<file path="config.mk">
export PLATFORM = sky130hd
export DESIGN_NAME = rgb_to_hsl_convert_core
export DESIGN_NICKNAME = d
export VERILOG_FILES = /design/src/rtl/core/rhc_pkg.sv /design/src/rtl/core/rhc_div_cell.sv /design/src/rtl/core/rgb_to_hsl_convert_core.sv
export VERILOG_INCLUDE_DIRS = /design/src /design/src/rtl/core
export SDC_FILE = /design/constraint.sdc
export NUM_CORES = 2
export LEC_CHECK = 0
export BUFFER_PORTS_ARGS = -buffer_cell sky130_fd_sc_hd__buf_2
export CAP_MARGIN = 30
export CORE_ASPECT_RATIO = 1.1
export CORE_MARGIN = 4
export CORE_UTILIZATION = 25
export CTS_CLUSTER_DIAMETER = 200
export DETAILED_ROUTE_END_ITERATION = 16
export GPL_TIMING_DRIVEN = 1
export SYNTH_ARGS = -nofsm -noshare
export SYNTH_HDL_FRONTEND = slang
export SYNTH_SLANG_ARGS = --single-unit
</file>
<file path="constraint.sdc">
create_clock -name clk -period 20.4 [get_ports clk]
set_input_delay 3.06 -clock clk [delete_from_list [all_inputs] [get_ports clk]]
set_output_delay 3.06 -clock clk [all_outputs]
set_load 0.005 [all_outputs]
</file>
<file path="src/rtl/core/rgb_to_hsl_convert_core_assert.svh">
// Assertion macros for the RGB to HSL conversion core.
`ifndef RGB_TO_HSL_CONVERT_CORE_ASSERT_SVH
`define RGB_TO_HSL_CONVERT_CORE_ASSERT_SVH
`ifndef SYNTHESIS
`define RHC_ASSERT_IMP(label, clk, rst_n, ante, cons) \
  label: assert property (@(posedge clk) disable iff (!rst_n) (ante) |-> (cons)) \
    else $error("rhc assertion failed");
`define RHC_ASSERT_NEXT(label, clk, rst_n, ante, cons) \
  label: assert property (@(posedge clk) disable iff (!rst_n) (ante) |=> (cons)) \
    else $error("rhc assertion failed");
`else
`define RHC_ASSERT_IMP(label, clk, rst_n, ante, cons)
`define RHC_ASSERT_NEXT(label, clk, rst_n, ante, cons)
`endif
`endif

</file>
<file path="src/rtl/core/rhc_pkg.sv">
// Package: widths and lane type for the RGB to HSL conversion core.
`default_nettype none
package rhc_pkg;
  localparam int FRAC_BITS = 16;
  localparam int VAL_W     = 11;
  localparam int LANES     = 3;
  localparam int LANE_HUE  = 0;
  localparam int LANE_SAT  = 1;
  localparam int LANE_LIG  = 2;
  localparam logic [VAL_W-1:0] LIG_DEN = VAL_W'(510);

  typedef struct packed {
    logic [VAL_W-1:0]     rem;
    logic [VAL_W-1:0]     den;
    logic [FRAC_BITS-1:0] quo;
    logic                 full;
  } lane_t;

  typedef lane_t [LANES-1:0] lanes_t;
endpackage
`default_nettype wire

</file>
<file path="src/rtl/core/rhc_div_cell.sv">
// One quotient-bit cell of the restoring division row, three lanes wide.
`default_nettype none
`include "rgb_to_hsl_convert_core_assert.svh"
module rhc_div_cell (
  input  wire logic          clk,
  input  wire logic          rst_n,
  input  wire logic          valid_i,
  input  rhc_pkg::lanes_t    lanes_i,
  output logic               valid_o,
  output rhc_pkg::lanes_t    lanes_o
);
  logic            valid_r;
  rhc_pkg::lanes_t lanes_r, lanes_nxt;

  always_comb begin
    for (int i = 0; i < rhc_pkg::LANES; i++) begin
      logic [rhc_pkg::VAL_W:0] dbl;
      logic                    ge;
      dbl = {lanes_i[i].rem, 1'b0};
      ge  = dbl >= {1'b0, lanes_i[i].den};
      lanes_nxt[i].den  = lanes_i[i].den;
      lanes_nxt[i].full = lanes_i[i].full;
      lanes_nxt[i].rem  = ge ? rhc_pkg::VAL_W'(dbl - {1'b0, lanes_i[i].den})
                             : dbl[rhc_pkg::VAL_W-1:0];
      lanes_nxt[i].quo  = {lanes_i[i].quo[rhc_pkg::FRAC_BITS-2:0], ge};
    end
  end

  always_ff @(posedge clk) begin
    if (!rst_n) begin
      valid_r <= 1'b0;
    end else begin
      valid_r <= valid_i;
    end
    lanes_r <= lanes_nxt;
  end

  assign valid_o = valid_r;
  assign lanes_o = lanes_r;

  `RHC_ASSERT_NEXT(a_valid_moves, clk, rst_n, valid_i, valid_r)
  `RHC_ASSERT_IMP(a_hue_rem, clk, rst_n, valid_r, lanes_r[rhc_pkg::LANE_HUE].rem < lanes_r[rhc_pkg::LANE_HUE].den)
  `RHC_ASSERT_IMP(a_sat_rem, clk, rst_n, valid_r, lanes_r[rhc_pkg::LANE_SAT].rem < lanes_r[rhc_pkg::LANE_SAT].den)
  `RHC_ASSERT_IMP(a_lig_rem, clk, rst_n, valid_r, lanes_r[rhc_pkg::LANE_LIG].rem < lanes_r[rhc_pkg::LANE_LIG].den)
endmodule
`default_nettype wire

</file>
<file path="src/rtl/core/rgb_to_hsl_convert_core.sv">
// Top level: RGB to HSL conversion, min/max stage then a row of division cells.
// Throughput: one pixel per cycle; busy is always low and out_valid lasts one cycle.
// Depth is set by the front register plus the row of 16 cells, one quotient bit each.
// Synchronous active-low reset clears the valid bits only.
`default_nettype none
module rgb_to_hsl_convert_core (
  input  wire logic        clk,
  input  wire logic        rst_n,
  input  wire logic        start,
  output logic             busy,
  input  wire logic [7:0]  in_red,
  input  wire logic [7:0]  in_green,
  input  wire logic [7:0]  in_blue,
  output logic             out_valid,
  output logic [15:0]      out_hue,
  output logic [15:0]      out_saturation,
  output logic [15:0]      out_lightness
);
  localparam int N = rhc_pkg::FRAC_BITS;

  logic [7:0]  mx, mn, d;
  logic [8:0]  s, sden;
  logic signed [11:0] hn;
  logic [rhc_pkg::VAL_W-1:0] d6, hnum;
  rhc_pkg::lanes_t lanes_nxt, front_r;
  logic front_valid_r;

  logic            valid_c [N+1];
  rhc_pkg::lanes_t lanes_c [N+1];

  assign busy = 1'b0;

  always_comb begin
    mx = in_red;
    mn = in_red;
    if (in_green > mx) mx = in_green;
    if (in_blue > mx) mx = in_blue;
    if (in_green < mn) mn = in_green;
    if (in_blue < mn) mn = in_blue;
    d  = mx - mn;
    s  = {1'b0, mx} + {1'b0, mn};
    d6 = (rhc_pkg::VAL_W'(d) << 2) + (rhc_pkg::VAL_W'(d) << 1);
    sden = (s < 9'd255) ? s : 9'(9'd510 - s);
    if (in_red == mx)
      hn = $signed({4'b0, in_green}) - $signed({4'b0, in_blue});
    else if (in_green == mx)
      hn = $signed(12'({d, 1'b0})) + $signed({4'b0, in_blue}) - $signed({4'b0, in_red});
    else
      hn = $signed(12'({d, 2'b0})) + $signed({4'b0, in_red}) - $signed({4'b0, in_green});
    if (hn < 0) hn = hn + $signed({1'b0, d6});
    hnum = hn[rhc_pkg::VAL_W-1:0];

    lanes_nxt = '0;
    lanes_nxt[rhc_pkg::LANE_LIG].den  = rhc_pkg::LIG_DEN;
    lanes_nxt[rhc_pkg::LANE_LIG].full = (rhc_pkg::VAL_W'(s) == rhc_pkg::LIG_DEN);
    lanes_nxt[rhc_pkg::LANE_LIG].rem  =
      lanes_nxt[rhc_pkg::LANE_LIG].full ? '0 : rhc_pkg::VAL_W'(s);
    if (d == 8'd0) begin
      lanes_nxt[rhc_pkg::LANE_HUE].den = rhc_pkg::VAL_W'(1);
      lanes_nxt[rhc_pkg::LANE_SAT].den = rhc_pkg::VAL_W'(1);
    end else begin
      lanes_nxt[rhc_pkg::LANE_HUE].den  = d6;
      lanes_nxt[rhc_pkg::LANE_HUE].rem  = hnum;
      lanes_nxt[rhc_pkg::LANE_SAT].den  = rhc_pkg::VAL_W'(sden);
      lanes_nxt[rhc_pkg::LANE_SAT].full = ({1'b0, d} == sden);
      lanes_nxt[rhc_pkg::LANE_SAT].rem  =
        lanes_nxt[rhc_pkg::LANE_SAT].full ? '0 : rhc_pkg::VAL_W'(d);
    end
  end

  always_ff @(posedge clk) begin
    if (!rst_n) begin
      front_valid_r <= 1'b0;
    end else begin
      front_valid_r <= start && !busy;
    end
    front_r <= lanes_nxt;
  end

  assign valid_c[0] = front_valid_r;
  assign lanes_c[0] = front_r;

  for (genvar k = 0; k < N; k++) begin : g_cell
    rhc_div_cell u_cell (
      .clk     (clk),
      .rst_n   (rst_n),
      .valid_i (valid_c[k]),
      .lanes_i (lanes_c[k]),
      .valid_o (valid_c[k+1]),
      .lanes_o (lanes_c[k+1])
    );
  end

  assign out_valid      = valid_c[N];
  assign out_hue        = lanes_c[N][rhc_pkg::LANE_HUE].full ? '1
                                                             : lanes_c[N][rhc_pkg::LANE_HUE].quo;
  assign out_saturation = lanes_c[N][rhc_pkg::LANE_SAT].full ? '1
                                                             : lanes_c[N][rhc_pkg::LANE_SAT].quo;
  assign out_lightness  = lanes_c[N][rhc_pkg::LANE_LIG].full ? '1
                                                             : lanes_c[N][rhc_pkg::LANE_LIG].quo;
endmodule
`default_nettype wire

</file>
* After elaboration in Yosys (flattened, before gate mapping)
Cells that the tools add are included.
W data, S select, Z words.
** Word-level totals
- Input bits :: 27
- Bits in latches :: 0
- Memories :: 0
- Register bits after elaboration :: 1334
- Word-level logic and storage cells :: 395
- Bits in writable memories :: 0
- Output and inout bits :: 50
- ROM bits :: 0
** Cells by class
- $lt $le $gt $ge :: 54
- Multiplexer cells :: 55
- Div/mod/pow operators :: 0
- Equal/unequal tests :: 4
- Add/subtract/negate cells :: 55
- Multiply operators :: 0
- Bitwise logic cells :: 0
- Shift operators :: 0
- Reductions and logical operators :: 2
** Operators by type and width (count)
- $mux W11 :: 46
- $ge A12 B11 Y1 :: 31
- $sub A11 B11 Y11 :: 30
- $ge A12 B9 Y1 const B :: 15
- $sub A11 B9 Y11 const B :: 15
- $mux W16 :: 2
- $mux W8 :: 4
- $mux W12 :: 2
- $eq A8 B8 Y1 :: 2
- $gt A8 B8 Y1 :: 2
- $lt A8 B8 Y1 :: 2
- $lt A12 B1 Y1 const B :: 1
- $sub A11 B8 Y12 :: 1
- $add A10 B8 Y11 :: 1
- $add A10 B9 Y11 :: 1
- $add A11 B11 Y11 :: 1
- $ge A9 B11 Y1 :: 1
- $sub A10 B8 Y11 :: 1
- $add A9 B8 Y10 :: 1
- $ge A10 B9 Y1 const B :: 1
- $add A8 B8 Y9 :: 1
- $eq A8 B9 Y1 :: 1
- $eq A9 B9 Y1 const B :: 1
- $lt A9 B8 Y1 const B :: 1
- 6 further kinds :: 6

* Longest topological paths before layout
- Depth in word-level cells :: 11
- Mapped depth :: 44
- Mapped depth without buffers :: 41

* Hierarchy
From an unflattened synthesis, not the netlist that was laid out.
** Second synthesis, totals
- Cells, all modules :: 7608
- Area total of the unflattened synthesis :: 79882.9 um^2
** Modules (own cells, without submodules)
- rhc_div_cell :: sequential area each 2362.3 um^2, cells an instance 420, instances 16, area each 4551.9 um^2
- rgb_to_hsl_convert_core :: sequential area each 1021.0 um^2, cells an instance 888, instances 1, area each 7053.0 um^2

* Least setup slack after synthesis
No wires, ideal clock.
- Path kind :: input-to-reg
- Start :: in in_red[1]
- End :: reg front_r[38] (netlist bit)
- Cell stages on the path :: 40
- Library setup time :: 0.058 ns
- Slack :: 9.539 ns
- Arrival :: 10.803 ns
- Data required time :: 20.342 ns
- Path through :: inv_1 > ha_1 > nor2b_1 > o211ai_1 > a21o_1 > a21o_1 > clkbuf_1 > clkbuf_1 > mux2i_1 > ha_1 > nand4_1 > or2_1 > clkbuf_1 > o21a_1 > buf_2 > nor2_1 > a21oi_1 > inv_1 > [... 4 more ...] > a21oi_1 > xnor2_1 > inv_1 > fa_1 > ha_1 > o21ai_0 > nand2b_1 > xnor2_1 > o21ai_0 > o21ai_0 > a21oi_1 > ha_1 > o41ai_1 > o21ai_0 > xnor2_1 > or3b_1 > a211oi_1 > o21a_1
** On the way
- Longest elaborated chain between the ends :: 11
- Elaborated cells on any way between the ends :: 22
- Classes of those cells :: 7 x add/sub; 5 x order compare; 2 x eq/ne; 7 x mux; 1 x reduce/logical
** Ends and longest elaborated chain
- start, declared :: RTL line rgb_to_hsl_convert_core.sv:11 : input wire logic [7:0] in_red,
- $gt A8 B8 Y1 / $lt A8 B8 Y1 (equally long branches) :: RTL line rgb_to_hsl_convert_core.sv:36, rgb_to_hsl_convert_core.sv:38
- $mux W8, on equally long branches :: RTL line rgb_to_hsl_convert_core.sv:36, rgb_to_hsl_convert_core.sv:38
- $gt A8 B8 Y1 / $lt A8 B8 Y1 (equally long branches) :: RTL line rgb_to_hsl_convert_core.sv:37, rgb_to_hsl_convert_core.sv:39
- $mux W8, on equally long branches :: RTL line rgb_to_hsl_convert_core.sv:37, rgb_to_hsl_convert_core.sv:39
- $sub A8 B8 Y8 :: RTL line rgb_to_hsl_convert_core.sv:40 : d = mx - mn;
- $add A10 B8 Y11 / $add A9 B8 Y10 (equally long branches) :: RTL line rgb_to_hsl_convert_core.sv:49, rgb_to_hsl_convert_core.sv:47
- $sub A11 B8 Y12 / $sub A10 B8 Y11 (equally long branches) :: RTL line rgb_to_hsl_convert_core.sv:49, rgb_to_hsl_convert_core.sv:47
- $mux W12 :: RTL line rgb_to_hsl_convert_core.sv:46 : else if (in_green == mx)
- $mux W12 :: RTL line rgb_to_hsl_convert_core.sv:44 : if (in_red == mx)
- $add A11 B11 Y11 / $lt A12 B1 Y1 (equally long branches) :: RTL line rgb_to_hsl_convert_core.sv:50 : if (hn < 0) hn = hn + $signed({1'b0, d6});
- $mux W11 :: RTL line rgb_to_hsl_convert_core.sv:50
- end signal, assigned :: RTL line rgb_to_hsl_convert_core.sv:77 : front_r <= lanes_nxt;
- end, declared :: RTL line rgb_to_hsl_convert_core.sv:25 : rhc_pkg::lanes_t lanes_nxt, front_r;
Parallel ways exist; a longest one is shown, timed or not.
A chain may end at the register's enable or synchronous reset.

* Worst setup path in the final report
Same ends and word-level chain as after synthesis.

==> impl_metrics.yaml <==
synth:
  synthMuxAreaShare: 0.0212
  netlist_area_um2: 48800
  synth-compound-area-share: 0.126
  synth_top_area_cell: "dfxtp_1"
  synth-simple-area-share: 0.124
  synthDistinctLibCells: 86
  synth_top_family_by_area: "compound AO/OA/AOI/OAI gates"
  synth_area_per_cell_um2: 9.88
  synth_edf_count: 0
  ys.warnings.count: 0
  ys.flop_type: "dfxtp_1"
  yosys-top-cells-area: "dfxtp_1 52%, ha_1 10%, inv_1 5.2%"
  synthArstFlopShare: 0
  syn_nets: 5418
  synth-xor-area-share: 0.0264
  synth_top_area_share: 0.517
  synth-seq-cells: 1259
  synthCells: 4935
  ys_seq_area_frac: 0.517
  synth_adder_area_share: 0.125
cts:
  cts_buffers: 134
  clock_latency_ns: 0.74
  cts_root_buffer: "clkbuf_16"
  post_cts_buffers: 0
  clk_path_buf_depth: 3
  post_cts_resized: 0
  clock-sinks: 1259
  htree_levels: 4
  ctsHoldBuffers: 0
  clkTransAtPathRegs_ns: 0.06
  cts_tree: "done"
critical_path:
  crit_end: "front_r[38]"
  cp_num_cells: 40
  arrival_ns: 13.04
  worstSetupEndpointType: "flop"
  reg2reg_to: "g_cell[1].u_cell.lanes_o[35]"
  r2r_cells: 12
  cp-startpoint: "in_red[1]"
  crit_required_ns: 21.09
  crit_fanout: 14
  path_class: "primary input to flop"
  r2r_slack_ns: 16.73
  reg2reg_from: "g_cell[0].u_cell.lanes_o[19]"
  worst_path_largest_cell_delay_ns: 0.63
  critPathLaunchType: "primary input"
  cp_slowest_cell: "nor2_1"
  critPathTopFamily: "compound AO/OA/AOI/OAI gates"
  critical_path_buf_inv_count: 7
die:
  die_area_um2: 202000
  die_h_um: 471
  num_io_pins: 77
  core_um2: 193000
  die_w_um: 429
  initial_utilization: 0.252
  rows: 169
sta:
  tightestPinTransition_ns: 0.972
  slew_viol_final: 0
  period_share: 0.605
  tns_ns: 0
  fin_worst_skew_ns: 0.0271
  slew_headroom: 0.347
  finalCriticalPeriod_ns: 12.35
  grt_setup_unrepaired: "false"
  fmax_mhz: 81.0
  hold_viol_final: 0
  setup_viol: 0
finish:
  nets: 5552
  drive_gt1_frac: 0.0842
  area_growth_pct: 16.3
  nFillCells: 19831
  antenna_cells: 0
grt:
  first_global_vias: 33155
  grt_max_degree: 24
  grt_pass1_wl_mm: 158
  antenna_found_initial: 0
  gr-total-overflow: 0
  grt.total_usage: 0.0929
place:
  gp_congestion: 0.880
  dp_hpwl_mm: 71.8
  port_buffers: 75
routing:
  first_pass_iters: 5
  wire_per_inst_um: 12.2
  drc_errors: 0
  vias: 32373
  via_per_inst: 4.18
  first_iter_violations: 1512
  ant_nets: 0
  wl_mm: 94.3
run:
  max_cap_viol_count: 0
hold_path:
  hold_class: "flop to flop"
run_status:
  outcome: "completed"
stage by stage:
step                      setup slack (ns)  hold slack, ns  cells  instance area, um2   util
final                                 8.05           0.308   7743               56700  0.293
after CTS                             8.19           0.305   7743               56700  0.293
after floorplan                       9.54           0.310   4935               48800      -
after global routing                  7.28           0.313   7743               56700  0.293
after detailed placement              7.43           0.312   7498               52000  0.269
after global placement                7.50           0.310   7497               52000  0.269
worst min-delay path by stage:
stage | startpoint | slack, ns | end | depth (start not counted)
6_report | g_cell[11].u_cell.lanes_o[85] | 0.31 | g_cell[12].u_cell.lanes_o[86] | 0
5_1_grt | g_cell[11].u_cell.lanes_o[85] | 0.31 | g_cell[12].u_cell.lanes_o[86] | 0
4_1_cts | g_cell[11].u_cell.lanes_o[86] | 0.30 | g_cell[12].u_cell.lanes_o[87] | 0
3_5_place_dp | g_cell[9].u_cell.lanes_o[113] | 0.31 | g_cell[10].u_cell.lanes_o[114] | 0
3_3_place_gp | g_cell[10].u_cell.lanes_o[87] | 0.31 | g_cell[11].u_cell.lanes_o[88] | 0
2_1_floorplan | front_r[39] | 0.31 | g_cell[0].u_cell.lanes_o[39] | 0
worst reg2reg max path, stage by stage, from the launching register on:
cell and delay [ns]:
dfxtp_1 0.35, inv_1 0.05, ha_1 0.35, nor2b_1 0.15, o21ai_0 0.20, a21boi_0 0.16, o21ai_0 0.24, a21boi_0 0.16
o21ai_0 0.27, a21boi_0 0.23, o31a_1 0.30, nor2_1 0.66, mux2_2 0.42
registers in the layout, summed over array words and instances (netlist names):
register and count:
front_r 50, front_valid_r 1, g_cell.u_cell.lanes_o 1192, g_cell.u_cell.valid_o 16
Yosys cell counts, types with 16 or more instances:
library cell / instances
a211oi_1: 22
a21boi_0: 120
a21o_1: 44
a21oi_1: 234
and2_1: 35
buf_4: 20
clkbuf_1: 51
dfxtp_1: 1259
fa_1: 50
ha_1: 406
inv_1: 680
mux2_2: 66
mux2i_1: 29
nand2_1: 258
nand2b_1: 72
nand3_1: 163
nand4_1: 60
nor2_1: 388
nor2b_1: 89
nor3_1: 43
nor3b_1: 24
nor4_1: 16
o211ai_1: 21
o21a_1: 40
o21ai_0: 292
o31ai_1: 106
or2_2: 39
or3_1: 25
xnor2_1: 82
xor2_1: 49
routing by layer:
| metal | track usage | share of wire | vias up |
|---|---|---|---|
| met1 | 0.0997 | 0.42 | 14860 |
| met5 | 0 | 0 | - |
| li1 | - | - | 16745 |
| met4 | 0.0466 | 0.044 | 0 |
| met2 | 0.173 | 0.50 | 526 |
| met3 | 0.0182 | 0.036 | 242 |
final cells by class:
class | count | area (um2) | area share
Clock buffer | 183 | 3850 | 0.0679
Clock inverter | 62 | 873 | 0.0154
Inverter | 685 | 2580 | 0.0454
Multi-Input combinational cell | 2909 | 20600 | 0.363
Sequential cell | 1259 | 25200 | 0.445
Tap cell | 2565 | 3210 | 0.0566
Timing Repair Buffer | 80 | 413 | 0.00728
layout by cell type (no fill, tap or decap), types with 24 or more instances in the layout:
cell / count
or3_1: 25
o21a_1: 40
o31ai_1: 106
nand2b_1: 72
inv_1: 680
xor2_1: 49
buf_2: 75
nand2_1: 258
nand3_1: 163
xnor2_1: 82
a21o_1: 44
mux2i_1: 29
and2_1: 35
or2_2: 39
a21oi_1: 234
fa_1: 50
o21ai_0: 292
dfxtp_1: 1259
ha_1: 406
nor3b_1: 24
a21boi_0: 120
nor3_1: 43
nor2_1: 388
mux2_2: 66
nor2b_1: 89
clkbuf_16: 138
nand4_1: 60
cells by family after synthesis:
kind of cell,after synthesis
flip-flops,1259
AND/OR/NAND/NOR,1247
AO/OA/AOI/OAI,973
buffers and inverters,767
adder cells (fa/ha/maj),456
XOR/XNOR,137
multiplexers,95
other,1
Power is left out: the tool's default activity adds up to more than one toggle a clock period on the data nets, which glitch-free logic cannot reach.
